`config.mk`:
```
export PLATFORM = sky130hd
export DESIGN_NAME = nlc_cmd_fifo
export DESIGN_NICKNAME = d
export VERILOG_FILES = /design/src/rtl/core/nlc_pkg.sv /design/src/rtl/core/nlc_cmd_fifo.sv
export SDC_FILE = /design/constraint.sdc
export NUM_CORES = 1
export LEC_CHECK = 0
export BUFFER_PORTS_ARGS = -buffer_cell sky130_fd_sc_hd__buf_4
export CELL_PAD_IN_SITES_DETAIL_PLACEMENT = 1
export CELL_PAD_IN_SITES_GLOBAL_PLACEMENT = 1
export CORE_MARGIN = 2
export CORE_UTILIZATION = 44
export DETAILED_ROUTE_END_ITERATION = 12
export MAX_ROUTING_LAYER = met4
export PLACE_DENSITY = 0.76
export SYNTH_ARGS = -nofsm -noshare
export SYNTH_HDL_FRONTEND = slang
export SYNTH_SLANG_ARGS = --single-unit
```
`constraint.sdc`:
```
create_clock -name clk_i -period 5.4 [get_ports clk_i]
set_clock_uncertainty 0.2 [all_clocks]
set_input_delay 0.54 -clock clk_i [delete_from_list [all_inputs] [get_ports clk_i]]
set_output_delay 0.54 -clock clk_i [all_outputs]
set_load 0.02 [all_outputs]
```
`src/rtl/core/nlc_pkg.sv`:
```
package nlc_pkg;

  localparam int unsigned Entries   = 64;
  localparam int unsigned IdxW      = $clog2(Entries);
  localparam int unsigned CntW      = $clog2(Entries + 1);
  localparam int unsigned SlotW     = 6;
  localparam int unsigned FifoDepth = 2;
  localparam int unsigned FifoPtrW  = (FifoDepth > 1) ? $clog2(FifoDepth) : 1;
  localparam int unsigned FifoCntW  = $clog2(FifoDepth + 1);

  localparam logic [31:0] HashSeed = 32'd5381;

  localparam logic KindLookup = 1'b0;
  localparam logic KindAdd    = 1'b1;

  typedef struct packed {
    logic        kind;
    logic [15:0] parent_id;
    logic [15:0] child_id;
    logic [7:0]  name_byte;
    logic        name_last;
  } in_word_t;

  typedef struct packed {
    logic             found;
    logic [15:0]      result_child;
    logic [SlotW-1:0] slot_index;
  } out_word_t;

  // finished name, handed from front to back
  typedef struct packed {
    logic        kind;
    logic [15:0] parent;
    logic [15:0] child;
    logic [31:0] hash;
  } cmd_t;

  typedef struct packed {
    logic [15:0] parent;
    logic [31:0] hash;
    logic [15:0] child;
    logic [31:0] age;
  } entry_t;

  typedef struct packed {
    logic full;
    logic empty;
  } q_status_t;

  // djb2 fold: h * 33 + byte, modulo 2^32
  function automatic logic [31:0] djb2_step(logic [31:0] h, logic [7:0] b);
    return (h << 5) + h + {24'd0, b};
  endfunction

endpackage

```
`src/rtl/core/nlc_cmd_fifo.sv`:
```
module nlc_cmd_fifo (
  input  logic                 clk_i,
  input  logic                 rst_ni,
  input  logic                 push_i,
  input  nlc_pkg::cmd_t        data_i,
  input  logic                 pop_i,
  output nlc_pkg::cmd_t        data_o,
  output nlc_pkg::q_status_t   stat_o
);

  nlc_pkg::cmd_t                     store_q [nlc_pkg::FifoDepth];
  logic [nlc_pkg::FifoPtrW-1:0]      wr_ptr_q, wr_ptr_d;
  logic [nlc_pkg::FifoPtrW-1:0]      rd_ptr_q, rd_ptr_d;
  logic [nlc_pkg::FifoCntW-1:0]      count_q, count_d;
  logic                              do_push, do_pop;

  localparam logic [nlc_pkg::FifoPtrW-1:0] LastPtr =
    nlc_pkg::FifoPtrW'(nlc_pkg::FifoDepth - 1);

  assign stat_o.full  = (count_q == nlc_pkg::FifoCntW'(nlc_pkg::FifoDepth));
  assign stat_o.empty = (count_q == '0);
  assign do_push      = push_i && !stat_o.full;
  assign do_pop       = pop_i && !stat_o.empty;
  assign data_o       = store_q[rd_ptr_q];

  always_comb begin
    wr_ptr_d = wr_ptr_q;
    rd_ptr_d = rd_ptr_q;
    count_d  = count_q;
    if (do_push) begin
      wr_ptr_d = (wr_ptr_q == LastPtr) ? '0 : wr_ptr_q + 1'b1;
    end
    if (do_pop) begin
      rd_ptr_d = (rd_ptr_q == LastPtr) ? '0 : rd_ptr_q + 1'b1;
    end
    if (do_push && !do_pop) begin
      count_d = count_q + 1'b1;
    end else if (do_pop && !do_push) begin
      count_d = count_q - 1'b1;
    end
  end

  always_ff @(posedge clk_i or negedge rst_ni) begin
    if (!rst_ni) begin
      wr_ptr_q <= '0;
      rd_ptr_q <= '0;
      count_q  <= '0;
    end else begin
      wr_ptr_q <= wr_ptr_d;
      rd_ptr_q <= rd_ptr_d;
      count_q  <= count_d;
    end
  end

  always_ff @(posedge clk_i) begin
    if (do_push) begin
      store_q[wr_ptr_q] <= data_i;
    end
  end

endmodule

```
Word level (Yosys, flattened, before mapping)
Memory sizes are Yosys's and may differ from the RTL's.
Index checks and enable logic that the tools add are counted.
W data, S select, Z words.
{"block": "word_totals", "mem_bits_rw": 130, "mem_count": 1, "wordCells": 25, "input_bits": 69, "output_inout_bits": 67, "regBits": 4}
{"block": "classes", "n_eq_ne": 1, "reduce_logical": 10, "add_sub_neg": 4, "mux": 6}
{"memory": "store_q", "words": 2, "word_bits": 65, "rd": 1, "rd_clocked_by_memory_dff": 0, "write_ports": 1, "line": "nlc_cmd_fifo.sv:11", "text": "nlc_pkg::cmd_t store_q [nlc_pkg::FifoDepth];"}
{"operator": "$logic_and A1 B1 Y1", "n": 4}
{"operator": "$logic_not A1 Y1", "n": 4}
{"operator": "$mux W1", "n": 4}
{"operator": "$mux W2", "n": 2}
{"operator": "$add A1 B1 Y1 const B", "n": 2}
{"operator": "$add A2 B1 Y2 const B", "n": 1}
{"operator": "$eq A2 B2 Y1 const B", "n": 1}
{"operator": "$logic_not A2 Y1", "n": 1}
{"operator": "$reduce_bool A2 Y1", "n": 1}
{"operator": "$sub A2 B1 Y2 const B", "n": 1}

Longest topological paths before layout
Gate-level depths: netlist of the first run.
{"block": "logic_depth", "depth_word": 7, "ltp_mapped": 7}

Least setup slack after synthesis of the first run
OpenSTA, ideal clock, no wires.
{"block": "synth_timing", "path_kind": "register -> register", "from": "reg count_q[0] in the netlist's numbering", "to": "mem store_q[0][0] in the netlist's numbering (enable)", "setup_time_ps": 488, "path_buffers": 0, "arrival_ps": 3362, "path_stages_with_launch": 4, "path_slack_ps": 1350, "cell_sequence": "dfrtp_1 nand2b_1 nand2_1 nor2_1"}
{"block": "synth_via", "elab_chain_cells": 5}
{"item": "from (decl)", "line": "nlc_cmd_fifo.sv:14", "text": "logic [nlc_pkg::FifoCntW-1:0] count_q, count_d;"}
{"item": "from (signal assigned)", "line": "nlc_cmd_fifo.sv:51", "text": "count_q <= count_d;"}
{"item": "$eq A2 B2 Y1", "line": "nlc_cmd_fifo.sv:20", "text": "assign stat_o.full = (count_q == nlc_pkg::FifoCntW'(nlc_pkg::FifoDepth));"}
{"item": "$logic_not A1 Y1", "line": "nlc_cmd_fifo.sv:22", "text": "assign do_push = push_i && !stat_o.full;"}
{"item": "$logic_and A1 B1 Y1", "line": "nlc_cmd_fifo.sv:22"}
{"item": "$mux W1", "line": "nlc_cmd_fifo.sv:56", "text": "if (do_push) begin"}
{"item": "$mux W1 (not written as such)", "line": "nlc_cmd_fifo.sv:57", "text": "store_q[wr_ptr_q] <= data_i;"}
{"item": "to (decl)", "line": "nlc_cmd_fifo.sv:11"}
Every way passes these cells.

==> qor.txt, run 1 <==
result of the run: completed
Clock transition at path regs: 0.06 ns
Via density: 4.84
fmax: 0.336 GHz
CP max stage cell: dfrtp_4
Ant. Diodes: 0
Die Span Y: 111 um
Post-Syn Instances: 221
Post-Place Worst Slack: 2.57 ns
Hold Vio Cnt, Final: 0
Reg2Reg Setup Slack: 2.65 ns
share of the synthesized area in the top cell type: 0.773
minimum clock period after layout: 2.98 ns
largest cells by area after synthesis: edfxtp_1, mux2_4, mux2_2
Sw Share: 0.299
Crit Reg-Reg Startpoint: count_q[0]
Initial Util: 0.446
row cnt: 39
full die area: 12300 um^2
number of buffers created by CTS: 17
R2R cell count: 4
Worst VDD drop: 0.349 mV
HP Start: data_i[39]
setup TNS after final layout: 0 ns
Int Pwr: 2.86 mW
TritonCTS Sinks: 134
I/O pin count: 136
cell chain of the critical path: mux2_2 -> buf_4
Top delay family on crit path: flip-flops
syn_area_per_cell: 22.8 um^2
worst skew pair latency: 0.40 ns
clock power share: 0.288
most common cell after layout, fill and taps aside: buf_4
Worst-Margin Slew: 1.20 ns
RSZ-0062 raised after global routing: false
area leader, netlist: edfxtp_1
max-cap violation count: 0
first-pass GRT wire length: 14700 um
Synth Net Count: 291
Crit Path Category: reg -> out
DRT Pass-1 Iters: 4
Starting DRT DRC Count: 78
worst setup margin: 2.42 ns
CTS max path bufs: 2
most frequent cells in the layout: buf_4, edfxtp_1, mux2_4, mux2_2, clkbuf_16
via count: 2552
Setup Viol. Count Final: 0
combinational share of power: 0.316
Net Sw Power: 1.22 mW
crit share post-route: 0.552
Max-slew headroom: 0.198
sequential fraction of the synthesis area: 0.793
share of cells above drive strength 1: 0.607
r2r endpoint: store_q[0][49]
Root Buffer: clkbuf_16
Total Power: 4.07 mW
vias in the first global route: 2837
initial antenna violation count: 0
DR DRC count: 0
CP arrival: 2.24 ns
P&R area growth vs syn: 35.2%
final WL: 9530 um
H-tree Lvls: 4
die width: 111 um
Seq cells post-synth: 134
critical path launch point type: register
pins over their slew limit: 0
dpl cells: 494
largest net degree at the start of global routing: 67
register share of total power: 0.396
grt ovf: 0
GRT Util Overall: 0.164
leakage: 2.68 nW
CP bufs+invs: 1
library cells used by synthesis: 15
Buffers on Ports: 135
dpl hpwl: 6090 um
crit-path max FO: 66
CP peak stage delay: 1.16 ns
Hold EP: store_q[1][39]
Hold Path Stages: 1
CP endpoint kind: output pin
YS warnings: 0
TritonCTS clock tree: done
pwr dens: 597 nW/um^2
antenna viol nets, final: 0
core outline area: 11300 um^2
RePlAce Congestion: 0.695
Avg WL per Cell: 18.1 um
final net count: 441
worst path required time: 4.66 ns
synthesized cell area: 5050 um^2
fin cells: 527
HP Class: in -> reg
[kinds of logic after synthesis]
kind of cell,share of synthesized area
flip-flops,0.793
adder cells (fa/ha/maj),0.00248
multiplexers,0.175
XOR/XNOR,0.00868
AO/OA/AOI/OAI,0.000990
buffers and inverters,0.0146
AND/OR/NAND/NOR,0.00545
[layout make-up]
cell class / instances / area (um^2)
clock inverters: 14 / 184
flip-flops and latches: 134 / 4010
repair buffers: 138 / 1040
fillers: 1012 / 4500
multi-input cells: 78 / 980
inverters: 2 / 7.51
clock buffers: 18 / 429
well taps: 143 / 179
[power by group through the flow]
stage | registers [mW] | logic (mW) | clock network (mW)
after floorplan | 1.51 | 0.938 | 0
after global placement | 1.62 | 1.28 | 0
after detailed placement | 1.64 | 1.30 | 0
after CTS | 1.62 | 1.31 | 1.19
after global routing | 1.65 | 1.36 | 1.24
final | 1.62 | 1.29 | 1.17
[worst max-delay path by stage]
stage	cells after the start	endpoint	start	slack [ns]
floorplan	3	store_q[0][0]	count_q[0]	1.35
global placement	4	store_q[0][48]	push_i	2.68
detailed placement	4	store_q[0][48]	push_i	2.57
CTS	2	data_o[44]	rd_ptr_q	2.41
global route	2	data_o[44]	rd_ptr_q	2.33
finish	2	data_o[37]	rd_ptr_q	2.42
[synth_stat cells]
master / n
mux2_2: 25
nand2b_1: 1
buf_2: 2
mux2_4: 40
nand2_1: 1
dfrtp_1: 4
nor2_1: 3
ha_1: 1
inv_1: 2
xnor2_1: 3
xor2_1: 2
buf_6: 5
edfxtp_1: 130
and3_1: 1
o21ai_0: 1
[what timing repair did]
item	CTS	global route
hold buffers	1	0
endpoints found under the hold margin	4	0
buffers inserted	0	0
resized for setup	0	0
endpoints found under the setup margin	0	0
[sequential cells by signal, summed over array words and instances (netlist names)]
register	cells
rd_ptr_q	1
store_q	130
count_q	2
wr_ptr_q	1
[per-layer routing]
layer | wire (um) | track usage | part of all wire | vias up
li1 | - | - | - | 1171
met4 | 130 | 0.0757 | 0.014 | 0
met1 | 3780 | 0.181 | 0.40 | 1268
met5 | 0 | - | 0 | -
met3 | 646 | 0.0552 | 0.068 | 15
met2 | 4970 | 0.272 | 0.52 | 98
[metrics by stage]
step                      hold WS [ns]  area, um^2   util
after detailed placement         0.144        6200  0.548
after CTS                        0.101        6830  0.603
after global routing            0.0954        6830  0.603
after floorplan                 0.0444        5050      -
after global placement           0.139        6200  0.548
final                            0.117        6830  0.603
Power figures use the tool's default switching activity.
==> run 2: changes to the inputs <==
Settings changed: CORE_UTILIZATION 44 to 40, PLACE_DENSITY 0.76 to 0.73.
Clock period 5.4 ns to 2.5 ns, I/O delays scaled along.
==> run 2 against run 1 <==
Effect of this change:
- sequential power is 100% higher
- non-clock buffer count is 72 higher
- die area increased by 9.6%
- count of clock-buffer cells in the layout up 2
- sequential share of layout area down 5.1 points
- sequential cell count is the same
- register-to-register slack got worse by 2.0 ns
- largest power group unchanged
- highest routed layer unchanged
==> qor.txt, run 2 (synthesis gave the netlist of run 1 again) <==
most frequent cells in the layout: buf_4, edfxtp_1, dlygate4sd3_1, mux2_4, mux2_2
Crit Reg-Reg Startpoint: count_q[0]
critical path launch point type: register
vias in the first global route: 3107 (+9.5%)
via count: 2791 (+9.4%)
worst skew pair latency: 0.40 ns (about the same)
core outline area: 12500 um^2 (+10%)
Buffers on Ports: 135 (unchanged)
crit-path max FO: 22 (-67%)
Largest register FFs: 130 (unchanged)
max-cap violation count: 0 (unchanged)
most common cell after layout, fill and taps aside: buf_4
I/O pin count: 136 (unchanged)
Ant. Diodes: 0 (unchanged)
Die Span Y: 116 um (+4.7%)
H-tree Lvls: 4 (unchanged)
share of cells above drive strength 1: 0.507 (-0.100)
Avg WL per Cell: 16.6 um (-8.4%)
Max-slew headroom: 0.669 (+0.470)
TritonCTS Sinks: 134 (unchanged)
top flop regs: store_q x130, count_q x2
row cnt: 41 (+5.1%)
number of buffers created by CTS: 17 (unchanged)
Hold Vio Cnt, Final: 0 (unchanged)
full die area: 13500 um^2 (+9.6%)
Biggest register: store_q
Final Cell Area: 7470 um^2 (+9.5%)
CTS max path bufs: 2 (unchanged)
dpl hpwl: 6170 um (+1.4%)
initial antenna violation count: 0 (unchanged)
fin cells: 626 (+19%)
WHS: 0.0359 ns (-0.0811 ns)
P&R area growth vs syn: 48.0%
crit share post-route: 0.899
worst path required time: 2.05 ns (-2.61 ns)
setup TNS after final layout: 0 ns (unchanged)
CP endpoint kind: output pin
final WL: 10400 um (+8.8%)
final net count: 513 (+16%)
pwr dens: 1140 nW/um^2 (+90%)
leakage: 2.95 nW (+10%)
Area after DPL: 6290 um^2 (+1.5%)
Clock transition at path regs: 0.05 ns (about the same)
RSZ-0062 raised after global routing: false
critical path startpoint: rd_ptr_q
HP Start: push_i
Worst VDD drop: 0.567 mV (+62%)
antenna viol nets, final: 0 (unchanged)
Via density: 4.46 (-7.9%)
Setup Viol. Count Final: 0 (unchanged)
CP arrival: 1.80 ns (-0.44 ns)
Crit Path Category: reg -> out
RePlAce Congestion: 0.655 (-5.7%)
final core utilization: 0.599 (-0.00348)
result of the run: completed
first-pass GRT wire length: 15400 um (+5.2%)
Initial Util: 0.405 (-0.0410)
dpl cells: 527 (+6.7%)
PostCTS Resize Cnt: 0 (unchanged)
GRT Util Overall: 0.162 (-0.00204)
DR DRC count: 0 (unchanged)
die width: 116 um (+4.7%)
HP Class: in -> reg
largest net degree at the start of global routing: 36 (-46%)
grt ovf: 0 (unchanged)
fmax: 0.445 GHz
pins over their slew limit: 0 (unchanged)
Starting DRT DRC Count: 115 (+47%)
Worst-Margin Slew: 0.497 ns (-0.703 ns)
DRT Pass-1 Iters: 4 (unchanged)
Root Buffer: clkbuf_16
TritonCTS clock tree: done
minimum clock period after layout: 2.25 ns
run 2: path summary, 6_finish.rpt:
kind                                 end  slack [ns]  depth (start not counted)
min                             wr_ptr_q        0.04                          3
max                           data_o[44]        0.25                          3
min in group asynchronous     count_q[1]        0.57                          3
max reg2reg                store_q[0][9]        0.64                          4
min reg2reg                   count_q[1]        0.32                          1
max in group asynchronous       rd_ptr_q        1.33                          3
run 2: what timing repair did:
action,CTS,global route
setup buffers,0,1
hold endpoints to repair,135,0
hold buffers,68,0
setup endpoints to repair,0,3
run 2: stage by stage:
step                      power (mW)  setup slack [ns]
after floorplan                 5.26             0.248
after global placement          6.33             0.468
after detailed placement        6.40             0.454
after CTS                       8.52            0.0176
after global routing            8.87             0.180
final                           8.48             0.253
run 2: metal layers:
layer  routed length, um  global-route usage
met5                   0                   -
met1                4060               0.164
met4                 119              0.0635
met3                 550              0.0623
met2                5630               0.283
run 2: where the power goes:
part	internal, mW	switching [mW]	leakage, nW
Sequential	3.08	0.212	1.25
Combinational	1.57	1.59	1.46
Clock	1.22	0.806	0.236
run 2: final cells by class:
type / count / area, um^2
Timing Repair Buffer: 210 / 1780
Multi-Input combinational cell: 78 / 980
Tap cell: 172 / 215
Clock buffer: 20 / 437
Sequential cell: 134 / 4010
Fill cell: 1108 / 4990
Clock inverter: 10 / 41.3
Inverter: 2 / 7.51
run 2: worst max-delay path: stages (launching register included):
cell and delay [ns]:
dfrtp_4 0.62, buf_12 0.24, mux2_2 0.36, buf_4 0.16
